--- src/hdl/erws_pkg.sv ---
// Shared types and constants for the event record window scanner.
// Used by erws_parser and event_record_window_scanner_core; depends on nothing.
`default_nettype none

package erws_pkg;

   typedef enum logic [2:0] {
      PH_DATE,
      PH_DATE2,
      PH_PLANET1,
      PH_PLANET2,
      PH_DEGREE,
      PH_DONE
   } phase_type;

   typedef logic [1:0] csr_index_type;

   localparam csr_index_type REG_RECORD_FLAGS = 2'd0;
   localparam csr_index_type REG_RECORD_COUNT = 2'd1;
   localparam csr_index_type REG_DAY_START    = 2'd2;
   localparam csr_index_type REG_DAY_END      = 2'd3;

   localparam int FLAG_DATE2        = 0;
   localparam int FLAG_PLANET1      = 1;
   localparam int FLAG_PLANET2      = 2;
   localparam int FLAG_DEGREE       = 3;
   localparam int FLAG_BYTE_DELTA   = 4;
   localparam int FLAG_WORD_DELTA   = 5;
   localparam int FLAG_SHORT_DEGREE = 6;
   localparam int FLAG_CHAINED_END  = 7;

   typedef struct packed {
      logic [7:0]  record_flags;
      logic [15:0] record_count;
      logic [31:0] day_start;
      logic [31:0] day_end;
   } cfg_type;

   typedef struct packed {
      logic        valid;
      logic        found;
      logic [31:0] event_start;
      logic [31:0] event_end;
   } emit_type;

endpackage

`default_nettype wire

--- src/hdl/erws_parser.sv ---
// Record parser: scan state registers and the per-beat next-state logic.
// Depends on erws_pkg; instantiated by event_record_window_scanner_core.
`default_nettype none

module erws_parser #(
   parameter int DAY_MINUTES = 1440
) (
   input  wire logic             clock,
   input  wire logic             reset,
   input  wire logic             step_en,
   input  wire logic [7:0]       data_byte,
   input  wire logic             first_byte,
   input  wire erws_pkg::cfg_type cfg,
   output erws_pkg::emit_type    emit
);

   erws_pkg::phase_type phase_ff, phase_in;
   logic [1:0]          bif_ff, bif_in;
   logic [31:0]         acc_ff, acc_in;
   logic [31:0]         date_ff, date_in;
   logic [31:0]         cend_ff, cend_in;
   logic [31:0]         pstart_ff, pstart_in;
   logic [31:0]         pend_ff, pend_in;
   logic [15:0]         idx_ff, idx_in;
   logic                fin_ff, fin_in;

   erws_pkg::phase_type phase_e, phase0, phase_nx;
   logic [1:0]          bif_e, bif_nx;
   logic [31:0]         acc_e, acc_sh;
   logic [31:0]         date_e, date_nx;
   logic [31:0]         cend_e, cend_nx;
   logic [31:0]         pstart_e, pend_e, pend_chain;
   logic [15:0]         idx_e, idx_nx;
   logic                fin_e;
   logic                date_byte, date_word;
   logic [2:0]          width;
   logic [31:0]         delta, day_step, step_secs;
   logic [31:0]         cur_start, cur_end;
   logic                prev_hit, cur_hit;
   logic [7:0]          f;

   function automatic erws_pkg::phase_type next_phase(input logic [2:0] from,
                                                      input logic [7:0] flags);
      erws_pkg::phase_type ph;
      begin
         if (from == 3'(erws_pkg::PH_DATE))
            ph = erws_pkg::PH_DATE;
         else if (from <= 3'(erws_pkg::PH_DATE2) && flags[erws_pkg::FLAG_DATE2])
            ph = erws_pkg::PH_DATE2;
         else if (from <= 3'(erws_pkg::PH_PLANET1) && flags[erws_pkg::FLAG_PLANET1])
            ph = erws_pkg::PH_PLANET1;
         else if (from <= 3'(erws_pkg::PH_PLANET2) && flags[erws_pkg::FLAG_PLANET2])
            ph = erws_pkg::PH_PLANET2;
         else if (from <= 3'(erws_pkg::PH_DEGREE) && flags[erws_pkg::FLAG_DEGREE])
            ph = erws_pkg::PH_DEGREE;
         else
            ph = erws_pkg::PH_DONE;
         return ph;
      end
   endfunction

   function automatic logic in_window(input logic [31:0] s, input logic [31:0] lo,
                                      input logic [31:0] hi);
      return (s != 32'd0) && ($signed(s) >= $signed(lo)) && ($signed(s) < $signed(hi));
   endfunction

   always_comb begin
      f = cfg.record_flags;

      // restart clears the scan before the beat is taken
      phase_e  = first_byte ? erws_pkg::PH_DATE : phase_ff;
      bif_e    = first_byte ? 2'd0  : bif_ff;
      acc_e    = first_byte ? 32'd0 : acc_ff;
      date_e   = first_byte ? 32'd0 : date_ff;
      cend_e   = first_byte ? 32'd0 : cend_ff;
      pstart_e = first_byte ? 32'd0 : pstart_ff;
      pend_e   = first_byte ? 32'd0 : pend_ff;
      idx_e    = first_byte ? 16'd0 : idx_ff;
      fin_e    = first_byte ? 1'b0  : fin_ff;

      phase0    = (phase_e == erws_pkg::PH_DONE) ? erws_pkg::PH_DATE : phase_e;
      acc_sh    = {acc_e[23:0], data_byte};
      bif_nx    = bif_e + 2'd1;
      date_byte = (idx_e != 16'd0) && f[erws_pkg::FLAG_BYTE_DELTA];
      date_word = (idx_e != 16'd0) && !f[erws_pkg::FLAG_BYTE_DELTA]
                  && f[erws_pkg::FLAG_WORD_DELTA];

      case (phase0)
         erws_pkg::PH_DATE:   width = date_byte ? 3'd1 : (date_word ? 3'd2 : 3'd4);
         erws_pkg::PH_DATE2:  width = 3'd4;
         erws_pkg::PH_DEGREE: width = f[erws_pkg::FLAG_SHORT_DEGREE] ? 3'd1 : 3'd2;
         default:             width = 3'd1;
      endcase

      delta     = date_byte ? {{24{acc_sh[7]}}, acc_sh[7:0]}
                            : {{16{acc_sh[15]}}, acc_sh[15:0]};
      day_step  = delta + 32'(DAY_MINUTES);
      step_secs = (day_step << 6) - (day_step << 2);

      date_nx = date_e;
      cend_nx = cend_e;
      if (phase0 == erws_pkg::PH_DATE)
         date_nx = (date_byte || date_word) ? date_e + step_secs : acc_sh;
      else if (phase0 == erws_pkg::PH_DATE2)
         cend_nx = acc_sh;

      phase_nx   = next_phase(3'(phase0) + 3'd1, f);
      cur_start  = date_nx;
      cur_end    = f[erws_pkg::FLAG_DATE2] ? cend_nx : date_nx;
      pend_chain = f[erws_pkg::FLAG_CHAINED_END] ? cur_start : pend_e;
      idx_nx     = idx_e + 16'd1;
      prev_hit   = in_window(pstart_e, cfg.day_start, cfg.day_end);
      cur_hit    = in_window(cur_start, cfg.day_start, cfg.day_end);

      phase_in  = phase_e;
      bif_in    = bif_e;
      acc_in    = acc_e;
      date_in   = date_e;
      cend_in   = cend_e;
      pstart_in = pstart_e;
      pend_in   = pend_e;
      idx_in    = idx_e;
      fin_in    = fin_e;
      emit      = '0;

      if (fin_e) begin
         // drop the beat until a restart
      end else if (idx_e >= cfg.record_count) begin
         emit.valid       = 1'b1;
         emit.found       = prev_hit;
         emit.event_start = prev_hit ? pstart_e : 32'd0;
         emit.event_end   = prev_hit ? pend_e : 32'd0;
         fin_in           = 1'b1;
      end else if (bif_nx != 2'd0 && {1'b0, bif_nx} < width) begin
         phase_in = phase0;
         acc_in   = acc_sh;
         bif_in   = bif_nx;
      end else begin
         acc_in  = 32'd0;
         bif_in  = 2'd0;
         date_in = date_nx;
         cend_in = cend_nx;
         if (phase_nx != erws_pkg::PH_DONE) begin
            phase_in = phase_nx;
         end else begin
            phase_in = erws_pkg::PH_DATE;
            if (prev_hit) begin
               pend_in          = pend_chain;
               emit.valid       = 1'b1;
               emit.found       = 1'b1;
               emit.event_start = pstart_e;
               emit.event_end   = pend_chain;
               fin_in           = 1'b1;
            end else begin
               pstart_in = cur_start;
               pend_in   = cur_end;
               idx_in    = idx_nx;
               if (idx_nx >= cfg.record_count || idx_nx == 16'd0) begin
                  emit.valid       = 1'b1;
                  emit.found       = cur_hit;
                  emit.event_start = cur_hit ? cur_start : 32'd0;
                  emit.event_end   = cur_hit ? cur_end : 32'd0;
                  fin_in           = 1'b1;
               end
            end
         end
      end
   end

   always_ff @(posedge clock) begin
      if (reset) begin
         phase_ff  <= erws_pkg::PH_DATE;
         bif_ff    <= 2'd0;
         acc_ff    <= 32'd0;
         date_ff   <= 32'd0;
         cend_ff   <= 32'd0;
         pstart_ff <= 32'd0;
         pend_ff   <= 32'd0;
         idx_ff    <= 16'd0;
         fin_ff    <= 1'b0;
      end else if (step_en) begin
         phase_ff  <= phase_in;
         bif_ff    <= bif_in;
         acc_ff    <= acc_in;
         date_ff   <= date_in;
         cend_ff   <= cend_in;
         pstart_ff <= pstart_in;
         pend_ff   <= pend_in;
         idx_ff    <= idx_in;
         fin_ff    <= fin_in;
      end
   end

endmodule

`default_nettype wire

--- src/hdl/event_record_window_scanner_core.sv ---
// Event record window scanner top level: input beat register, config
// registers, result register. Depends on erws_pkg and erws_parser.
//
//   channel  direction  handshake              payload
//   req      in         req_valid / req_stall  req_data_byte, req_first_byte
//   rsp      out        rsp_valid / rsp_stall  rsp_found, rsp_event_start, rsp_event_end
//   csr      in         csr_wr_en              csr_index, csr_wr_data
//
// One beat per cycle while rsp_stall does not hold the result register; a taken
// beat sits in the input register until the parser step, which writes any result
// into the result register that drives rsp_valid.
// At most one result per beat; the parser steps only when the result
// register is empty or being drained, so rsp_stall backs up into req_stall.
// Synchronous reset clears the scan state and all config registers.
`default_nettype none

module event_record_window_scanner_core #(
   parameter int DAY_MINUTES = 1440
) (
   input  wire logic        clock,
   input  wire logic        reset,
   input  wire logic        req_valid,
   output logic             req_stall,
   input  wire logic [7:0]  req_data_byte,
   input  wire logic        req_first_byte,
   output logic             rsp_valid,
   input  wire logic        rsp_stall,
   output logic             rsp_found,
   output logic signed [31:0] rsp_event_start,
   output logic signed [31:0] rsp_event_end,
   input  wire logic        csr_wr_en,
   input  wire logic [1:0]  csr_index,
   input  wire logic [31:0] csr_wr_data
);

   erws_pkg::cfg_type  cfg_ff, cfg_in;
   erws_pkg::emit_type emit;

   logic       in_valid_ff, in_valid_in;
   logic [7:0] in_byte_ff;
   logic       in_first_ff;
   logic       rsp_valid_ff, rsp_valid_in;
   logic       rsp_found_ff;
   logic [31:0] rsp_start_ff, rsp_end_ff;
   logic       out_free, step_en, req_take;

   assign out_free  = !rsp_valid_ff || !rsp_stall;
   assign step_en   = in_valid_ff && out_free;
   assign req_stall = in_valid_ff && !out_free;
   assign req_take  = req_valid && !req_stall;

   always_comb begin
      cfg_in = cfg_ff;
      if (csr_wr_en) begin
         case (csr_index)
            erws_pkg::REG_RECORD_FLAGS: cfg_in.record_flags = csr_wr_data[7:0];
            erws_pkg::REG_RECORD_COUNT: cfg_in.record_count = csr_wr_data[15:0];
            erws_pkg::REG_DAY_START:    cfg_in.day_start    = csr_wr_data;
            erws_pkg::REG_DAY_END:      cfg_in.day_end      = csr_wr_data;
            default:                    cfg_in              = cfg_ff;
         endcase
      end
   end

   always_comb begin
      if (req_take)
         in_valid_in = 1'b1;
      else if (step_en)
         in_valid_in = 1'b0;
      else
         in_valid_in = in_valid_ff;

      if (step_en && emit.valid)
         rsp_valid_in = 1'b1;
      else if (rsp_valid_ff && !rsp_stall)
         rsp_valid_in = 1'b0;
      else
         rsp_valid_in = rsp_valid_ff;
   end

   always_ff @(posedge clock) begin
      if (reset) begin
         cfg_ff       <= '0;
         in_valid_ff  <= 1'b0;
         rsp_valid_ff <= 1'b0;
      end else begin
         cfg_ff       <= cfg_in;
         in_valid_ff  <= in_valid_in;
         rsp_valid_ff <= rsp_valid_in;
      end
   end

   always_ff @(posedge clock) begin
      if (req_take) begin
         in_byte_ff  <= req_data_byte;
         in_first_ff <= req_first_byte;
      end
      if (step_en && emit.valid) begin
         rsp_found_ff <= emit.found;
         rsp_start_ff <= emit.event_start;
         rsp_end_ff   <= emit.event_end;
      end
   end

   erws_parser #(
      .DAY_MINUTES(DAY_MINUTES)
   ) u_parser (
      .clock      (clock),
      .reset      (reset),
      .step_en    (step_en),
      .data_byte  (in_byte_ff),
      .first_byte (in_first_ff),
      .cfg        (cfg_ff),
      .emit       (emit)
   );

   assign rsp_valid       = rsp_valid_ff;
   assign rsp_found       = rsp_found_ff;
   assign rsp_event_start = $signed(rsp_start_ff);
   assign rsp_event_end   = $signed(rsp_end_ff);

   a_rsp_from_step: assert property (@(posedge clock) disable iff (reset)
      $rose(rsp_valid_ff) |-> $past(step_en))
      else $error("result raised without a parser step");

   a_not_found_zero: assert property (@(posedge clock) disable iff (reset)
      rsp_valid_ff && !rsp_found_ff |-> rsp_start_ff == 32'd0 && rsp_end_ff == 32'd0)
      else $error("not-found result carries nonzero dates");

   a_beat_held: assert property (@(posedge clock) disable iff (reset)
      in_valid_ff && !step_en |=> in_valid_ff && $stable(in_byte_ff)
                                  && $stable(in_first_ff))
      else $error("held input beat lost or overwritten");

endmodule

`default_nettype wire

--- config.mk ---
export PLATFORM = sky130hd
export DESIGN_NAME = event_record_window_scanner_core
export DESIGN_NICKNAME = d
export VERILOG_FILES = /design/src/hdl/erws_pkg.sv /design/src/hdl/erws_parser.sv /design/src/hdl/event_record_window_scanner_core.sv
export SDC_FILE = /design/constraint.sdc
export NUM_CORES = 1
export LEC_CHECK = 0
export ABC_AREA = 0
export BUFFER_PORTS_ARGS = -buffer_cell sky130_fd_sc_hd__buf_2
export CORE_UTILIZATION = 65
export CTS_CLUSTER_DIAMETER = 30
export DETAILED_ROUTE_END_ITERATION = 12
export GPL_TIMING_DRIVEN = 0
export PLACE_DENSITY = 0.93
export SYNTH_ARGS = -nofsm -noshare
export SYNTH_HDL_FRONTEND = slang
export SYNTH_SLANG_ARGS = --single-unit
--- constraint.sdc ---
create_clock -name clock -period 18.5 [get_ports clock]
set_clock_uncertainty 0.15 [all_clocks]
set_input_delay 1.85 -clock clock [delete_from_list [all_inputs] [get_ports clock]]
set_output_delay 1.85 -clock clock [all_outputs]
set_load 0.02 [all_outputs]
==> results of run 1 <==
[report_power, final]
| part | leakage (nW) | internal [mW] | switching [mW] |
|---|---|---|---|
| sequential | 2.85 | 0.770 | 0.0111 |
| clock | 1.17 | 0.854 | 0.444 |
| combinational | 6.56 | 0.0918 | 0.206 |
| total | 10.6 | 1.72 | 0.662 |
[metal layers]
| layer | track usage (%) | vias up |
|---|---|---|
| met1 | 61.7 | 10700 |
| li1 | - | 9941 |
| met2 | 68.9 | 2106 |
| met4 | 29.1 | 4 |
| met5 | 0 | - |
| met3 | 15.7 | 479 |
[sequential cells by signal, indices dropped and copies added, names as in the netlist, 24 cells and up]
name / cells
u_parser.acc_ff: 24
cfg_ff: 88
u_parser.date_ff: 32
u_parser.pstart_ff: 32
u_parser.pend_ff: 32
rsp_event_start: 32
u_parser.cend_ff: 32
rsp_event_end: 32
[cell type report]
class,count,share of cell area [%]
plain buffers,152,2.37
repair buffers,117,2.36
multi-input cells,1984,51.6
inverters,178,2.62
diodes,3,0.0294
clock inverters,46,2.22
well taps,442,2.17
clock buffers,79,7.27
flip-flops and latches,338,29.4
[tightest hold or removal path: stages (launching register included)]
cell,delay [ns]
dfxtp_1,0.31
nand2_1,0.05
a21oi_1,0.05
[cell families (layout without fill, tap and decap cells)]
kind of cell	after synthesis	after routing	synth area share [%]
adders and majority gates	226	226	13.8
buffers and inverters	330	572	5.80
AOI/OAI and AO/OA	809	809	24.2
and+or+nand+nor	871	871	18.6
xor gates and xnor gates	41	41	1.64
other	0	3	0
muxes	37	37	1.70
DFF	338	338	34.2
[cells in the mapped netlist (all sizes together), types with 25 or more instances]
library cell | instances | area (um^2)
nand2 | 410 | 1540
dfxtp | 264 | 5290
a21oi | 207 | 1040
ha | 201 | 2510
o21ai | 196 | 1010
inv | 178 | 668
nor2 | 140 | 526
clkbuf | 123 | 462
a22o | 85 | 744
nor2b | 81 | 507
edfxtp | 74 | 2220
a22oi | 60 | 450
a21o | 56 | 420
nand3 | 49 | 250
nand4 | 41 | 257
mux2i | 35 | 350
a211oi | 33 | 248
buf | 29 | 143
nor3 | 27 | 135
o22ai | 26 | 169
fa | 25 | 500
[path summary, 6_finish.rpt]
path / startpoint / endpoint / slack, ns / cells past startpoint
setup reg to reg: in_first_ff / rsp_event_end[5] / 4.23 / 32
hold / removal: cfg_ff[24] / cfg_ff[24] / 0.30 / 2
hold reg to reg: cfg_ff[24] / cfg_ff[24] / 0.30 / 2
setup / recovery: in_first_ff / rsp_event_end[5] / 4.23 / 32
==> metrics.md, run 1 <==
| Metric | Value |
|---|---|
| Max Clock Freq | 70.1 MHz |
| CP Launch Type | flip-flop |
| Initial Util | 66.7% |
| Post-DP Area | 0.0231 mm^2 |
| Die W | 186 um |
| Drt pass-1 iters | 7 |
| Die ar. | 0.0345 mm^2 |
| Die height | 186 um |
| Clock net sink count | 338 |
| Uppermost routed layer | met5 |
| CP top delay family | buffers and inverters |
| Most frequent cells in the layout | 409 x nand2_1, 264 x dfxtp_1, 206 x a21oi_1 |
| Mapped Avg Cell Area | 8.27 um^2 |
| Vias | 23200 |
| CTS tree | built |
| CP max stage delay | 1.12 ns |
| Critical-path top delay cell | a31oi_1 |
| Synth warnings | 0 |
| Global-route wire length before repair | 124000 um |
| Hpwl dp | 62100 um |
| Peak VDD IR | 0.0932 mV |
| Avg WL per Cell | 24.9 um |
| Setup crit end kind | flip-flop |
| Finished layout cell area | 0.0255 mm^2 |
| Non-Filler Instances | 3339 |
| GP Congestion | 1.05 |
| Fin. Hold Viols | 0 |
| Worst-Skew Late Latency | 0.59 ns |
| # nets final | 3113 |
| Layout cells sized above 1 | 10.3% |
| Total CTS buffers | 68 |
| Place WS | 5.72 ns |
| Post-synth EDFFs | 74 |
| Synth Flop Type | dfxtp_1 |
| Least-Margin Pin Slew | 1.74 ns |
| Critical path's most frequent cell | buf_2 |
| Hold_ws | 0.305 ns |
| Synth Instances | 2652 |
| Leakage | 10.6 nW |
| Placed Cells | 3209 |
| Clock Path Buffers | 3 |
| Period minus WS final | 14.27 ns |
| Asr flop ratio synth | 0% |
| Detailed Route Iter0 Violations | 4033 |
| Setup bufs post-CTS | 0 |
| Crit Path Max Fanout | 10 |
| Via density | 6.96 |
| Drt drc | 0 |
| Total routed wirelength | 83300 um |
| Core area | 0.0329 mm^2 |
| Final antenna-violating net count | 0 |
| Met3 Wirelength | 13200 um |
| Commonest non-fill, non-tap cell in the layout | nand2_1 |
| Multi-input logic area | 0.0132 mm^2 |
| Buf/Inv on CP | 10 |
| Fillers | 2319 |
| RSZ-0062 raised after global routing | false |
| Vias in the first global route | 21500 |
| Sequential area share after synthesis | 34.2% |
| Library cells used by synthesis | 88 |
| Gr ovfl total | 0 |
| Met2 wire length | 34200 um |
| Largest net degree at the start of global routing | 49 |
| Critical Path RT | 18.64 ns |
| Max-cap violations | 5 |
| Final period utilization | 77.2% |
| Flops & latches, synth | 338 |
| Gr usage total | 47.8% |
| Tot Pwr | 2.38 mW |
| Failing checks | max-capacitance violations, max-slew violations |
| Util after Layout | 77.7% |
| Slew headroom | -16.9% |
| FP Rows | 66 |
| Layout area overhead | 16.4% |
| Initial antenna violation count | 3 |
| Setup violators final | 0 |
| Hold Path Class | flip-flop to flip-flop |
| Status | finished with violations |
| Cell Area, Synth | 0.0219 mm^2 |
| Critical path type | flip-flop to flip-flop |
| CTS resizes | 0 |
| Hold_buf cts | 0 |
| Clock transition at path regs | 0.06 ns |
| Post-synth net total | 2926 |
| Worst EP arrival | 14.42 ns |
| CTS root buf | clkbuf_16 |
| Final Max Tran Viols | 29 |
| Final TNS setup | 0 ns |
| Port bufs | 114 |
| Sequential cell area | 0.00751 mm^2 |
| WL met1 | 30300 um |
| Pwr per Cell Area | 93.1 mW/mm^2 |
| Post-route setup slack | 4.23 ns |
| Htree depth | 3 |
| Ports | 115 |
Note: power is estimated with default switching activity, not from simulation.
==> run 2: changes to the inputs <==
Settings changed: CORE_UTILIZATION 65 to 63, PLACE_DENSITY 0.93 to 0.91.
Clock period 18.5 ns to 13.8 ns, I/O delays scaled along.
==> run 2 against run 1 <==
Compared with the run above: first-iteration DRC count is 10% lower; sequential share of layout area fell by 0.072 points; the run still ends with max-capacitance violations, max-slew violations left; clock power rose by 36%; combinational power grew 34%; final cell count rose by 0.36%; routed wire length rose by 1.2%; design area up 0.25%; highest routed layer unchanged; die area increased by 3.1%; count of clock-buffer cells in the layout rose by 17; critical path depth is the same; register-to-register slack got worse by 4.2 ns.
==> metrics.md, run 2 (synthesis gave the netlist of run 1 again) <==
| Metric | Value |
|---|---|
| Status | finished with violations |
| Failing checks | max-capacitance violations, max-slew violations |
| Critical path's most frequent cell | buf_2 |
| Hold Startpoint | cfg_ff[7] |
| Die W | 189 um (+1.6%) |
| Place WS | 1.04 ns (-4.68 ns) |
| Layout area overhead | 16.7% |
| Total CTS buffers | 73 (+7.4%) |
| Antenna Cells | 0 (-3) |
| Max Clock Freq | 72.7 MHz (+3.8%) |
| CTS resizes | 0 (unchanged) |
| Vias in the first global route | 21900 (+1.8%) |
| Ports | 115 (unchanged) |
| Tot Pwr | 3.22 mW (+35%) |
| Combinational Power Share | 12.4% (about the same) |
| # nets final | 3120 (+0.22%) |
| Max-cap violations | 1 (-4) |
| Util after Layout | 75.6% (-2.1 points) |
| Clock Path Buffers | 3 (unchanged) |
| P_sw | 877 uW (+33%) |
| Most frequent cells in the layout | 409 x nand2_1, 264 x dfxtp_1, 205 x a21oi_1 |
| Worst r2r src | in_first_ff |
| Die height | 189 um (+1.6%) |
| Least-Margin Pin Slew | 1.54 ns (-0.204 ns) |
| Peak VDD IR | 0.133 mV (+43%) |
| Hold_ws | 0.302 ns (-0.00251 ns) |
| Drt pass-1 iters | 10 (+3) |
| Avg WL per Cell | 25.1 um (+0.85%) |
| Fin. Hold Viols | 0 (unchanged) |
| Setup crit end kind | flip-flop |
| Vias | 23000 (-0.92%) |
| Port bufs | 114 (unchanged) |
| Layout cells sized above 1 | 10.3% (about the same) |
| Largest Register | cfg_ff |
| Pwr per Cell Area | 126 mW/mm^2 (+35%) |
| Max reg flops | 88 (unchanged) |
| Total internal power | 2.34 mW (+36%) |
| Worst Setup SP | in_first_ff |
| Hold_buf cts | 0 (unchanged) |
| Final Max Tran Viols | 9 (-69%) |
| Setup violators final | 0 (unchanged) |
| Hold Path Class | flip-flop to flip-flop |
| Crit Path Max Fanout | 10 (unchanged) |
| Via density | 6.87 (-1.3%) |
| Critical path type | flip-flop to flip-flop |
| Initial antenna violation count | 1 (-2) |
| Clock net sink count | 338 (unchanged) |
| Critical Path RT | 13.96 ns (-4.68 ns) |
| Detailed Route Iter0 Violations | 3625 (-10%) |
| CTS tree | built |
| Critical-path top delay cell | a31oi_1 |
| GP Congestion | 1.08 (+2.7%) |
| Final antenna-violating net count | 0 (unchanged) |
| Total routed wirelength | 84300 um (+1.2%) |
| Global-route wire length before repair | 127000 um (+2.4%) |
| Final TNS setup | 0 ns (unchanged) |
| Initial Util | 64.8% (-2.0 points) |
| CP max stage delay | 0.92 ns (-0.20 ns) |
| Commonest non-fill, non-tap cell in the layout | nand2_1 |
| Switching share of power | 27.3% (-0.57 points) |
| Post-route setup slack | 0.0512 ns (-4.17 ns) |
| Clock transition at path regs | 0.06 ns (about the same) |
| Final period utilization | 99.6% (+22 points) |
| Drt drc | 0 (unchanged) |
| CP Launch Type | flip-flop |
| Gr ovfl total | 0 (unchanged) |
| Hpwl dp | 63200 um (+1.6%) |
| Clock network fraction of total power | 55.0% (+0.4 points) |
| Worst-Skew Late Latency | 0.59 ns (about the same) |
| Die ar. | 0.0356 mm^2 (+3.1%) |
| Largest net degree at the start of global routing | 50 (+2.0%) |
| Setup bufs post-CTS | 0 (unchanged) |
| CTS root buf | clkbuf_16 |
| RSZ-0062 raised after global routing | false |
| Worst EP arrival | 13.90 ns (-0.52 ns) |
| Sequential power share | 32.6% (-0.3 points) |
| Period minus WS final | 13.75 ns (-0.525 ns) |
| Core area | 0.0339 mm^2 (+3.0%) |
| Gr usage total | 46.6% (-1.2 points) |
| Slew headroom | -3.19% (+14 points) |
| Htree depth | 3 (unchanged) |
| FP Rows | 67 (+1.5%) |
| Leakage | 10.6 nW (+0.56%) |
## run 2: cell types whose count changed in the layout (fill, tap and decap cells not counted), moves of 3 or more
cell and delta:
clkinv_2 +5, clkinv_8 -3, clkbuf_16 +4, diode_2 -3
inv_6 -4, clkinvlp_4 -7, clkbuf_1 +11
## run 2: worst max-delay path, delay by kind of cell (launching register included)
| family | cells | cell delay, ns |
|---|---|---|
| buffers and inverters | 10 | 5.06 |
| AOI/OAI and AO/OA | 11 | 4.50 |
| and+or+nand+nor | 8 | 2.12 |
| adders and majority gates | 3 | 1.19 |
| DFF | 1 | 0.42 |
## run 2: power groups by stage
| stage | Combinational, mW | Clock [mW] | Sequential [mW] |
|---|---|---|---|
| 2_1_floorplan | 0.238 | 0 | 1.07 |
| 3_3_place_gp | 0.364 | 0 | 1.07 |
| 3_5_place_dp | 0.374 | 0 | 1.07 |
| 4_1_cts | 0.379 | 1.75 | 1.05 |
| 5_1_grt | 0.422 | 1.81 | 1.05 |
| 6_report | 0.400 | 1.77 | 1.05 |
## run 2: per-stage QoR
step / instances / area, um^2
6_report: 3351 / 25600
4_1_cts: 3349 / 25600
3_3_place_gp: 3214 / 23100
5_1_grt: 3351 / 25600
3_5_place_dp: 3217 / 23100
2_1_floorplan: 2652 / 21900
## run 2: path summary, 6_finish.rpt
check / to / slack (ns) / cells after the start
worst max-delay path: rsp_event_end[0] / 0.05 / 32
worst min-delay path: cfg_ff[7] / 0.30 / 2
worst max register to register: rsp_event_end[0] / 0.05 / 32
worst min register to register: cfg_ff[7] / 0.30 / 2
## run 2: layout make-up
class | instances | area, um^2
Buffer | 152 | 604
Clock buffer | 96 | 2030
Clock inverter | 36 | 437
Fill cell | 2453 | 8270
Inverter | 178 | 668
Multi-Input combinational cell | 1984 | 13200
Sequential cell | 338 | 7510
Tap cell | 448 | 561
Timing Repair Buffer | 119 | 616
## run 2: layer usage
layer	up-vias	track usage [%]	share of wire [%]
met3	404	13.7	15
li1	9935	-	-
met5	-	0	0.015
met4	2	27.5	6.4
met2	1978	66.6	41
met1	10700	62.3	37
